`src/apsq_pkg.sv`:
```
`timescale 1ns / 1ps
// ---------------------------------------------------------------------------
// apsq_pkg
// Shared types and constants for the audio block power squelch core.
// ---------------------------------------------------------------------------
package apsq_pkg;

  // sample and accumulator widths
  localparam int SAMPLE_W = 16;
  localparam int MIX_W    = 16;
  localparam int SQ_W     = 31;
  localparam int POWER_W  = 41;
  localparam int COUNT_W  = 10;
  localparam int LEVEL_W  = 4;

  // block length default, range 1 to 2**COUNT_W
  localparam int BLOCK_SIZE_DEFAULT = 1024;

  // threshold reset values (about -46 dB and -41 dB of block full scale)
  localparam logic [POWER_W-1:0] LOW_THRESHOLD_RESET  = POWER_W'(27163759);
  localparam logic [POWER_W-1:0] HIGH_THRESHOLD_RESET = POWER_W'(85899345);

  // hysteresis steps
  localparam logic [LEVEL_W-1:0] LEVEL_DOWN_STEP = LEVEL_W'(1);
  localparam logic [LEVEL_W-1:0] LEVEL_UP_STEP   = LEVEL_W'(3);
  localparam logic [LEVEL_W-1:0] LEVEL_UP_LIMIT  = LEVEL_W'(10);
  localparam logic [LEVEL_W-1:0] LEVEL_MAX       = LEVEL_W'(12);

  // configuration register map
  localparam int CFG_INDEX_W = 4;

  typedef enum logic [CFG_INDEX_W-1:0] {
    CFG_LOW_THRESHOLD  = CFG_INDEX_W'(0),
    CFG_HIGH_THRESHOLD = CFG_INDEX_W'(1)
  } cfg_reg_t;

  // input word: one stereo sample pair
  typedef struct packed {
    logic signed [SAMPLE_W-1:0] left_sample;
    logic signed [SAMPLE_W-1:0] right_sample;
  } in_word_t;

  // output word: mono mix and squelch status
  typedef struct packed {
    logic signed [MIX_W-1:0] mixed_sample;
    logic                    block_end;
    logic [POWER_W-1:0]      block_power;
    logic [LEVEL_W-1:0]      squelch_level;
    logic                    muted;
  } out_word_t;

endpackage

```
`src/apsq_mix_square.sv`:
```
`timescale 1ns / 1ps
// ---------------------------------------------------------------------------
// apsq_mix_square
// Mono mix of a stereo pair and its square, held in one pipeline register.
// ---------------------------------------------------------------------------
module apsq_mix_square (
  input  logic                                clk,
  input  logic                                rst,
  input  logic                                advance,
  input  logic                                in_valid,
  input  apsq_pkg::in_word_t                  in_data,
  output logic                                mix_valid,
  output logic signed [apsq_pkg::MIX_W-1:0]   mix,
  output logic        [apsq_pkg::SQ_W-1:0]    mix_square
);
  import apsq_pkg::*;

  logic signed [MIX_W-1:0]   half_left;
  logic signed [MIX_W-1:0]   half_right;
  logic signed [MIX_W-1:0]   mix_comb;
  logic signed [2*MIX_W-1:0] square_full;

  // halve each channel then add; the sum cannot overflow
  always_comb begin
    half_left   = in_data.left_sample >>> 1;
    half_right  = in_data.right_sample >>> 1;
    mix_comb    = half_left + half_right;
    square_full = mix_comb * mix_comb;
  end

  // valid flag
  always_ff @(posedge clk) begin
    if (rst) begin
      mix_valid <= 1'b0;
    end else if (advance) begin
      mix_valid <= in_valid;
    end
  end

  // payload, square is never negative and at most 2**30
  always_ff @(posedge clk) begin
    if (advance) begin
      mix        <= mix_comb;
      mix_square <= square_full[SQ_W-1:0];
    end
  end

endmodule

```
`src/audio_block_power_squelch_core.sv`:
```
`timescale 1ns / 1ps
// ---------------------------------------------------------------------------
// audio_block_power_squelch_core
// Stereo to mono mix with block power measurement and squelch hysteresis.
// ---------------------------------------------------------------------------
//  channel | direction | handshake           | word
//  in      | input     | in_valid / in_stall | left_sample, right_sample
//  out     | output    | out_valid/out_stall | mix, block end, power, level, muted
//  cfg     | input     | cfg_valid/cfg_ready | cfg_index, cfg_data (41 bit)
//
//  One word is taken per cycle unless out stalls; a result passes three pipeline
//  registers (input, mix and square, accumulate and output) before it leaves.
//  The square and the 41-bit accumulate each sit in a stage of their own.
//  rst is synchronous: counter, accumulator, level and thresholds return to
//  their reset values. A stall on out while out_valid is high freezes the whole
//  pipeline and is seen on in_stall in the same cycle. cfg_ready is always high.
// ---------------------------------------------------------------------------
module audio_block_power_squelch_core #(
  parameter int BLOCK_SIZE = apsq_pkg::BLOCK_SIZE_DEFAULT
) (
  input  logic                                  clk,
  input  logic                                  rst,
  input  logic                                  in_valid,
  output logic                                  in_stall,
  input  apsq_pkg::in_word_t                    in_data,
  output logic                                  out_valid,
  input  logic                                  out_stall,
  output apsq_pkg::out_word_t                   out_data,
  input  logic                                  cfg_valid,
  output logic                                  cfg_ready,
  input  logic [apsq_pkg::CFG_INDEX_W-1:0]      cfg_index,
  input  logic [apsq_pkg::POWER_W-1:0]          cfg_data
);
  import apsq_pkg::*;

  localparam logic [COUNT_W-1:0] LAST_COUNT = COUNT_W'(BLOCK_SIZE - 1);

  // pipeline control
  logic advance;

  // input register
  logic     in_valid_q;
  in_word_t in_q;

  // mix stage
  logic                    mix_valid;
  logic signed [MIX_W-1:0] mix;
  logic [SQ_W-1:0]         mix_square;

  // thresholds
  logic [POWER_W-1:0] low_threshold;
  logic [POWER_W-1:0] high_threshold;

  // block state and output register
  logic [COUNT_W-1:0]      sample_count;
  logic [POWER_W-1:0]      power_sum;
  logic [LEVEL_W-1:0]      level;
  logic [POWER_W-1:0]      last_block_power;
  logic signed [MIX_W-1:0] out_mix;
  logic                    out_end;

  logic [POWER_W-1:0] power_sum_next;
  logic [LEVEL_W-1:0] level_next;
  logic               block_done;

  // whole pipeline moves unless a held result is stalled
  assign advance   = !(out_valid && out_stall);
  assign in_stall  = !advance;
  assign cfg_ready = 1'b1;

  // threshold registers
  always_ff @(posedge clk) begin
    if (rst) begin
      low_threshold  <= LOW_THRESHOLD_RESET;
      high_threshold <= HIGH_THRESHOLD_RESET;
    end else if (cfg_valid && cfg_ready) begin
      unique case (cfg_index)
        CFG_LOW_THRESHOLD:  low_threshold  <= cfg_data;
        CFG_HIGH_THRESHOLD: high_threshold <= cfg_data;
        default: ;
      endcase
    end
  end

  // input register
  always_ff @(posedge clk) begin
    if (rst) begin
      in_valid_q <= 1'b0;
    end else if (advance) begin
      in_valid_q <= in_valid;
    end
  end

  always_ff @(posedge clk) begin
    if (advance) begin
      in_q <= in_data;
    end
  end

  apsq_mix_square u_mix_square (
    .clk        (clk),
    .rst        (rst),
    .advance    (advance),
    .in_valid   (in_valid_q),
    .in_data    (in_q),
    .mix_valid  (mix_valid),
    .mix        (mix),
    .mix_square (mix_square)
  );

  // accumulate and hysteresis update, decrease takes priority
  always_comb begin
    power_sum_next = power_sum + {{(POWER_W-SQ_W){1'b0}}, mix_square};
    block_done     = (sample_count == LAST_COUNT);
    level_next     = level;
    if (power_sum_next < low_threshold && level != '0) begin
      level_next = level - LEVEL_DOWN_STEP;
    end else if (power_sum_next > high_threshold && level < LEVEL_UP_LIMIT) begin
      level_next = level + LEVEL_UP_STEP;
    end
  end

  // block state
  always_ff @(posedge clk) begin
    if (rst) begin
      out_valid        <= 1'b0;
      sample_count     <= '0;
      power_sum        <= '0;
      level            <= '0;
      last_block_power <= '0;
    end else if (advance) begin
      out_valid <= mix_valid;
      if (mix_valid) begin
        if (block_done) begin
          sample_count     <= '0;
          power_sum        <= '0;
          level            <= level_next;
          last_block_power <= power_sum_next;
        end else begin
          sample_count <= sample_count + COUNT_W'(1);
          power_sum    <= power_sum_next;
        end
      end
    end
  end

  // output payload
  always_ff @(posedge clk) begin
    if (advance && mix_valid) begin
      out_mix <= mix;
      out_end <= block_done;
    end
  end

  // output word
  always_comb begin
    out_data.mixed_sample  = out_mix;
    out_data.block_end     = out_end;
    out_data.block_power   = last_block_power;
    out_data.squelch_level = level;
    out_data.muted         = (level == '0);
  end

`ifndef SYNTHESIS
  // a block end result always leaves the counter at the start of a block
  assert property (@(posedge clk) disable iff (rst)
    (out_valid && out_data.block_end) |-> (sample_count == '0))
    else $error("block end shown with counter not cleared");

  // level never goes past its peak
  assert property (@(posedge clk) disable iff (rst)
    level <= LEVEL_MAX)
    else $error("squelch level beyond peak");

  // level only moves with a block end result
  assert property (@(posedge clk) disable iff (rst)
    ($past(!rst) && level != $past(level)) |-> (out_valid && out_data.block_end))
    else $error("squelch level changed outside block end");

  // counter stays inside the block
  assert property (@(posedge clk) disable iff (rst)
    sample_count <= LAST_COUNT)
    else $error("sample counter beyond block length");
`endif

endmodule
```
`config.mk`:
```
export PLATFORM = sky130hd
export DESIGN_NAME = audio_block_power_squelch_core
export DESIGN_NICKNAME = d
export VERILOG_FILES = /design/src/apsq_pkg.sv /design/src/apsq_mix_square.sv /design/src/audio_block_power_squelch_core.sv
export SDC_FILE = /design/constraint.sdc
export NUM_CORES = 1
export LEC_CHECK = 0
export ABC_AREA = 1
export BUFFER_PORTS_ARGS = -buffer_cell sky130_fd_sc_hd__buf_2
export CAP_MARGIN = 25
export CORE_MARGIN = 5
export CORE_UTILIZATION = 50
export CTS_CLUSTER_SIZE = 14
export DETAILED_ROUTE_END_ITERATION = 6
export PLACE_DENSITY = 0.66
export SYNTH_ARGS = -nofsm -noshare
export SYNTH_HDL_FRONTEND = slang
export SYNTH_SLANG_ARGS = --single-unit
```
`constraint.sdc`:
```
create_clock -name clk -period 7.7 [get_ports clk]
set_input_delay 0.77 -clock clk [delete_from_list [all_inputs] [get_ports clk]]
set_output_delay 0.77 -clock clk [all_outputs]
set_load 0.03 [all_outputs]
```
==> Word-level counts from Yosys, hierarchy flattened <==
Index checks and enable logic that the tools add are counted.
{ "word_totals": {"elab_cells": 45, "out_inout_bits": 66, "inputBits": 82, "regBits": 277} }
{ "op_classes": {"reduce_logical": 14, "mux": 4, "n_lt_le_gt_ge": 3, "eq_ne": 2, "bitwise_logic": 1, "n_addsub": 5, "mul": 1} }
{ "op_table": {"columns": ["op", "n"], "rows": [
  ["$add A41 B31 Y41", 1],
  ["$gt A41 B41 Y1", 1],
  ["$lt A41 B41 Y1", 1],
  ["$mux W41", 1],
  ["$mul A16 B16 Y31", 1],
  ["$add A15 B15 Y16", 1],
  ["$add A10 B1 Y10 const B", 1],
  ["$eq A10 B10 Y1 const B", 1],
  ["$mux W10", 1],
  ["$logic_not A4 Y1", 2],
  ["$mux W4", 2],
  ["$reduce_and A2 Y1", 3],
  ["$add A4 B2 Y4 const B", 1],
  ["$eq A4 B1 Y1 const B", 1],
  ["$logic_and A1 B1 Y1", 4],
  ["$lt A4 B4 Y1 const B", 1],
  ["$reduce_and A4 Y1", 1],
  ["$reduce_bool A4 Y1", 1],
  ["$sub A4 B1 Y4 const B", 1],
  ["$reduce_and A3 Y1", 1],
  ["$reduce_bool A2 Y1", 1],
  ["$logic_not A1 Y1", 1],
  ["$not A1 Y1", 1]
]} }

==> Longest topological paths before layout <==
Gate-level depths: netlist of the first run.
{ "logic_depth": {"word_depth": 5, "mapped_depth": 37} }

==> By module <==
From an unflattened synthesis of the first run, not the netlist that was laid out.
{ "unflattened": {"hier_cells": 3045, "hier_area_um2": 24148.2} }
{ "modules_own_cells": {"columns": ["mod", "n_inst", "seq_area_each_um2", "area_per_inst_um2", "cells_per_inst"], "rows": [
  ["audio_block_power_squelch_core", 1, 5074.9, 12781.0, 1716],
  ["apsq_mix_square", 1, 1371.3, 11367.2, 1329]
]} }

==> Worst setup path before layout of the first run <==
Ideal clock, no wire load.
{ "synth_path": {"kind": "reg2reg", "start": "register in_q[1] in the netlist's numbering", "end": "register u_mix_square.mix_square[30] in the netlist's numbering (data pin)", "setup_slack_ns": 0.795, "setup_ns": 0.252, "path_stages_with_launch": 30, "t_required_ns": 7.448, "arrival_time_ns": 6.653, "synth_period_minus_slack_ns": 6.905, "cell_sequence": "edfxtp_1 -> ha_1 -> fa_1 -> nand2_1 -> nand2_1 -> a21oi_2 -> xor2_1 -> clkinv_1 -> nor2_1 -> inv_1 -> fa_1 -> inv_1 -> fa_1 -> inv_1 -> fa_1 -> fa_1 -> inv_1 -> fa_1 -> inv_1 -> fa_1 -> inv_1 -> ha_1 -> nand2_1 -> nor2_1 -> nand2_1 -> o211a_1 -> nand2_1 -> inv_1 -> nand2_1 -> nand2_1"} }
{ "synth_between": {"elab_chain_len": 2} }
{ "synth_lines": {"columns": ["item", "line_no", "text"], "rows": [
  ["start: declaration", "audio_block_power_squelch_core.sv:43", "in_word_t in_q;"],
  ["start signal: assignment", "audio_block_power_squelch_core.sv:96", "in_q <= in_data;"],
  ["$add A15 B15 Y16", "apsq_mix_square.sv:27", "mix_comb = half_left + half_right;"],
  ["$mul A16 B16 Y31", "apsq_mix_square.sv:28", "square_full = mix_comb * mix_comb;"],
  ["named net u_mix_square.square_full[30]", "apsq_mix_square.sv:21", "logic signed [2*MIX_W-1:0] square_full;"],
  ["end signal: assignment", "apsq_mix_square.sv:44", "mix_square <= square_full[SQ_W-1:0];"],
  ["end: declaration", "apsq_mix_square.sv:14", "output logic [apsq_pkg::SQ_W-1:0] mix_square"]
]} }
The timed path passes the listed nets, and every way through them passes these cells.
A chain may end at the register's enable or synchronous reset.

==> Worst setup path after layout of the first run <==
{ "layout_path": {"start": "register in_q[1] in the netlist's numbering", "end": "register u_mix_square.mix_square[21] in the netlist's numbering (data pin)"} }
{ "layout_between": {"elab_chain_len": 2} }
{ "layout_lines": {"columns": ["item", "line_no", "text"], "rows": [
  ["$add A15 B15 Y16", "apsq_mix_square.sv:27", null],
  ["named net u_mix_square.mix_comb[12]", "apsq_mix_square.sv:20", "logic signed [MIX_W-1:0] mix_comb;"],
  ["$mul A16 B16 Y31", "apsq_mix_square.sv:28", null],
  ["named net u_mix_square.square_full[21]", "apsq_mix_square.sv:21", null]
]} }
The timed path passes the listed nets, and every way through them passes these cells.

==> results.json, run 1 <==
{
  "clock_path_buffers": 3,
  "dp_slack_ns": 0.160,
  "setup_viol": 0,
  "dieArea_mm2": 0.0504,
  "path_buf_inv": 5,
  "ioPinCount": 148,
  "ys_ff_latch": 273,
  "worstPathMaxFanout": 7,
  "fin_skew_ns": 0.0334,
  "holdBufCountCts": 0,
  "synth_warnings": 0,
  "fin_area_mm2": 0.0259,
  "crit_required_ns": 7.96,
  "cts_tree": "built",
  "initial_core_util": 0.506,
  "ys_seq_area_frac": 0.278,
  "core_mm2": 0.0455,
  "timing.fmax_mhz": 136,
  "start_kind": "register",
  "worstReg2RegStart": "in_q[1]",
  "slowest_delay_ns": 0.60,
  "status": "complete, no violations",
  "path_common_cell": "fa_1",
  "synth_edf_count": 92,
  "grt_max_degree": 80,
  "antenna_found_initial": 0,
  "routed_wirelength_um": 56100,
  "hp-start": "in_data[8]",
  "synth_ff_type": "dfxtp_1",
  "top_layer": "met4",
  "area_growth_syn_to_layout_pct": 12.5,
  "wl_per_cell_um": 15.7,
  "rows": 78,
  "finalWorstSetupSlack_ns": 0.345,
  "drt_iter0_drc": 987,
  "met1_length_um": 23900,
  "finalHoldViolations": 0,
  "die_h_um": 224,
  "placed_cell_area_mm2": 0.0245,
  "maxSlewHeadroom": 0.344,
  "htree_levels": 2,
  "cpMaxStageDelayCell": "fa_1",
  "period_needed_ns": 7.36,
  "min_to": "in_q[8]",
  "synth_fp_nets": 3292,
  "crit_path_end_kind": "register",
  "synth.distinct_cells": 56,
  "hold_depth": 1,
  "path_delay_family": "adder cells",
  "portBuffers": 144,
  "cap_violations": 0,
  "vias": 18367,
  "root_buffer": "clkbuf_16",
  "worst_pin_slew_ns": 0.984,
  "drc": 0,
  "dr.pass1.iters": 6,
  "min_period_over_period": 0.955,
  "cp.arrival_ns": 7.62,
  "grt_util_all_layers": 0.225,
  "clock_latency_ns": 0.55,
  "met3_length_um": 2870,
  "synth-async-reset-ratio": 0,
  "gp_congestion": 0.896,
  "cts.clk_slew.worst_paths_ns": 0.06,
  "overflow": 0,
  "crit_type": "register to register",
  "n_antenna_cell": 0,
  "netlist_instances": 2769,
  "avgSynthCellArea_um2": 8.31,
  "ant_nets": 0,
  "hold_ws_ns": 0.402,
  "clock-sinks": 273,
  "final_cells": 3564,
  "die_width_um": 224,
  "dp_cells": 3494,
  "first_global_vias": 19039,
  "ff2ff_setup_slack_ns": 0.34,
  "syn_area_mm2": 0.0230,
  "numCtsBuffers": 35,
  "r2r-end": "u_mix_square.mix_square[21]",
  "drv_slew": 0,
  "nNetsFinal": 3462,
  "drive_above_1_share": 0.111,
  "r2r_cells": 29,
  "grt_setup_unrepaired": "true",
  "min_path_type": "input port to register",
  "grt_pass1_wl_um": 92600,
  "dr_wl_met2_um": 27000,
  "vias_per_cell": 5.15,
  "hpwlAfterDp_um": 44800
}
-- cell usage after synthesis, types with 17 or more instances --
cell,n,area (µm²)
nor2_1,214,803
xnor2_1,18,158
xor2_1,49,429
dfxtp_1,181,3620
o21ai_0,125,626
inv_1,585,2200
ha_1,210,2630
a21oi_1,232,1160
clkbuf_1,44,165
nand2_1,500,1880
nand4_1,17,106
edfxtp_1,92,2760
fa_1,231,4620
nand3_1,84,420
-- placed cells by master (no fill, tap or decap), types with 11 or more instances in the layout --
master,n
inv_1,581
nand2_1,500
a21oi_1,228
fa_1,228
nor2_1,211
ha_1,208
dfxtp_1,181
buf_2,144
o21ai_0,123
edfxtp_1,92
nand3_1,84
buf_4,50
xor2_1,49
clkbuf_16,35
nand4_1,17
xnor2_1,17
a21o_1,16
a22o_1,16
and2_1,13
inv_2,12
o21bai_1,11
-- routing by layer --
metal | GRT usage | vias to the layer above
li1 | - | 9004
met1 | 0.280 | 8770
met2 | 0.394 | 444
met3 | 0.0354 | 149
met4 | 0.0888 | 0
met5 | 0 | -
-- through the flow --
| stage | TNS [ns] | utilization |
|---|---|---|
| after floorplan | 0 | - |
| after global placement | 0 | 0.539 |
| after detailed placement | 0 | 0.539 |
| after CTS | 0 | 0.565 |
| after global routing | -0.0792 | 0.569 |
| final | 0 | 0.569 |
-- logic make-up (layout without fill, tap and decap cells) --
logic type | after synthesis | after routing | synth area share
other | 1 | 1 | 0.000163
buffers and inverters | 664 | 859 | 0.111
flip-flops | 273 | 273 | 0.278
adder cells (fa/ha/maj) | 441 | 441 | 0.315
AND/OR/NAND/NOR | 872 | 872 | 0.156
XOR/XNOR | 76 | 76 | 0.0329
AO/OA/AOI/OAI | 442 | 442 | 0.107
-- flip-flops by register name, indices dropped and copies added (netlist names), 4 cells and up --
name and count:
sample_count 10, high_threshold 41, power_sum 41, low_threshold 41, out_mix 16, in_q 30, last_block_power 41, u_mix_square.mix_square 30
u_mix_square.mix 15, level 4
-- cell type report --
| type | count | area [µm²] |
|---|---|---|
| inverter | 600 | 2260 |
| fill | 4198 | 19600 |
| clock inverter | 15 | 204 |
| sequential | 273 | 6390 |
| clock buffer | 47 | 981 |
| timing repair buffer | 197 | 1150 |
| multi-input combinational | 1832 | 14100 |
| tap | 600 | 751 |
-- what timing repair did --
action / CTS / global route
setup endpoints to repair: 0 / 11
gates resized for setup: 0 / 27
setup buffers: 0 / 8
hold endpoints to repair: 0 / 0
-- worst max path at each step --
| stage | from | endpoint | slack, ns | cells after the start |
|---|---|---|---|---|
| detailed placement | in_q[1] | u_mix_square.mix_square[30] | 0.16 | 30 |
| finish | in_q[1] | u_mix_square.mix_square[21] | 0.34 | 29 |
| floorplan | in_q[1] | u_mix_square.mix_square[30] | 0.79 | 29 |
| CTS | in_q[1] | u_mix_square.mix_square[30] | 0.11 | 30 |
| global route | in_q[1] | u_mix_square.mix_square[30] | -0.04 | 31 |
| global placement | in_q[1] | u_mix_square.mix_square[30] | 0.27 | 30 |
Power of run 1 is not shown: default switching activity piles up to over one toggle a cycle in this logic, so the estimate is an artifact.
==> run 2, diff against run 1 <==
--- a/config.mk
+++ b/config.mk
@@ -6,13 +6,13 @@
 export NUM_CORES = 1
 export LEC_CHECK = 0
 export ABC_AREA = 1
-export BUFFER_PORTS_ARGS = -buffer_cell sky130_fd_sc_hd__buf_2
 export CAP_MARGIN = 25
-export CORE_MARGIN = 5
+export CORE_MARGIN = 2
 export CORE_UTILIZATION = 50
 export CTS_CLUSTER_SIZE = 14
 export DETAILED_ROUTE_END_ITERATION = 6
-export PLACE_DENSITY = 0.66
+export DONT_BUFFER_PORTS = 1
+export PLACE_DENSITY = 0.63
 export SYNTH_ARGS = -nofsm -noshare
 export SYNTH_HDL_FRONTEND = slang
 export SYNTH_SLANG_ARGS = --single-unit
==> run 2 against run 1 <==
  * Final cell count fell by 4.2%
  * Critical path depth rose by 1
  * First-iteration DRC count fell by 11%
  * Sequential share of layout area rose by 0.77 points
  * Global-route usage rose by 0.83 points
  * Largest cell class unchanged
==> results.json, run 2 (synthesis gave the netlist of run 1 again) <==
{
  "status": "complete, no violations",
  "dr.pass1.iters": 5,
  "start_kind": "register",
  "antenna_found_initial": 0,
  "cts_tree": "built",
  "rows": 78,
  "vias_per_cell": 5.11,
  "finalWorstSetupSlack_ns": 0.302,
  "min_path_type": "input port to register",
  "ant_nets": 0,
  "die_h_um": 218,
  "wl_per_cell_um": 15.9,
  "overflow": 0,
  "final_core_util": 0.553,
  "layout_common_cells": "inv_1 (583), nand2_1 (500), fa_1 (229)",
  "grt_max_degree": 80,
  "drv_slew": 0,
  "setup_viol": 0,
  "maxSlewHeadroom": 0.469,
  "drive_above_1_share": 0.0661,
  "period_needed_ns": 7.40,
  "fin_area_mm2": 0.0251,
  "ioPinCount": 148,
  "cp.arrival_ns": 7.76,
  "crit_path_end_kind": "register",
  "timing.fmax_mhz": 135,
  "grt_pass1_wl_um": 89200,
  "core_mm2": 0.0454,
  "clock_path_buffers": 3,
  "final_cells": 3414,
  "numCtsBuffers": 31,
  "min_period_over_period": 0.961,
  "slowest_delay_ns": 0.55,
  "cap_violations": 0,
  "finalHoldViolations": 0,
  "portBuffers": 0,
  "area_growth_syn_to_layout_pct": 9.10,
  "cpMaxStageDelayCell": "fa_1",
  "nNetsFinal": 3311,
  "clock-sinks": 273,
  "fin_skew_ns": 0.0113,
  "worst_pin_slew_ns": 0.795,
  "worstReg2RegStart": "in_q[1]",
  "initial_core_util": 0.507,
  "hp-start": "rst",
  "placed_cell_area_mm2": 0.0238,
  "startpoint": "in_q[1]",
  "clock_latency_ns": 0.60,
  "dp_slack_ns": 0.227,
  "worstPathMaxFanout": 9,
  "routed_wirelength_um": 54400,
  "nFillCells": 4239,
  "htree_levels": 1,
  "hpwlAfterDp_um": 43400,
  "first_global_vias": 17906,
  "crit_required_ns": 8.06,
  "vias": 17446,
  "die_width_um": 218,
  "crit_type": "register to register",
  "path_common_cell": "fa_1",
  "root_buffer": "clkbuf_16",
  "dp_cells": 3346,
  "cts.clk_slew.worst_paths_ns": 0.07,
  "gp_congestion": 0.913,
  "final_common_cell": "inv_1",
  "dieArea_mm2": 0.0477,
  "drt_iter0_drc": 882,
  "drc": 0,
  "grt_util_all_layers": 0.233
}
[run 2: final cells by class]
type | count | area [µm²] | area share
clock inverter | 20 | 209 | 0.00833
tap | 600 | 751 | 0.0299
multi-input combinational | 1832 | 14200 | 0.566
timing repair buffer | 50 | 444 | 0.0177
inverter | 600 | 2260 | 0.0900
antenna | 1 | 2.50 | 0.0000997
clock buffer | 38 | 842 | 0.0336
sequential | 273 | 6390 | 0.254
[run 2: worst max-delay path: cells and delay by family, from the launching register on]
family,cells,cell delay [ns]
adders and majority gates,9,3.94
AOI/OAI and AO/OA,7,1.47
and+or+nand+nor,7,0.66
buffers and inverters,6,0.54
DFF,1,0.37
xor gates and xnor gates,1,0.17
[run 2: final timing paths]
path	slack, ns	cells past startpoint	end
worst min register to register	0.42	0	out_mix[7]
worst max register to register	0.30	30	u_mix_square.mix_square[30]
worst max-delay path	0.30	30	u_mix_square.mix_square[30]
worst min-delay path	0.25	1	level[2]
[run 2: layer usage]
| metal | up-vias | part of all wire | global-route usage |
|---|---|---|---|
| li1 | 8695 | - | - |
| met1 | 8305 | 0.44 | 0.299 |
| met2 | 348 | 0.48 | 0.408 |
| met3 | 98 | 0.041 | 0.0291 |
| met4 | 0 | 0.031 | 0.0769 |
| met5 | - | 0 | 0 |
[run 2: what timing repair did]
item	CTS	global route
setup endpoints to repair	0	13
resized for setup	0	35
setup buffers	0	7
hold buffers	0	0
[run 2: stage by stage]
| step | hold slack [ns] | setup TNS, ns |
|---|---|---|
| 5_1_grt | 0.233 | -0.0214 |
| 2_1_floorplan | 0.400 | 0 |
| 4_1_cts | 0.218 | 0 |
| 3_5_place_dp | 0.405 | 0 |
| 6_report | 0.251 | 0 |
| 3_3_place_gp | 0.406 | 0 |
Power of run 2 is left out for the same reason.
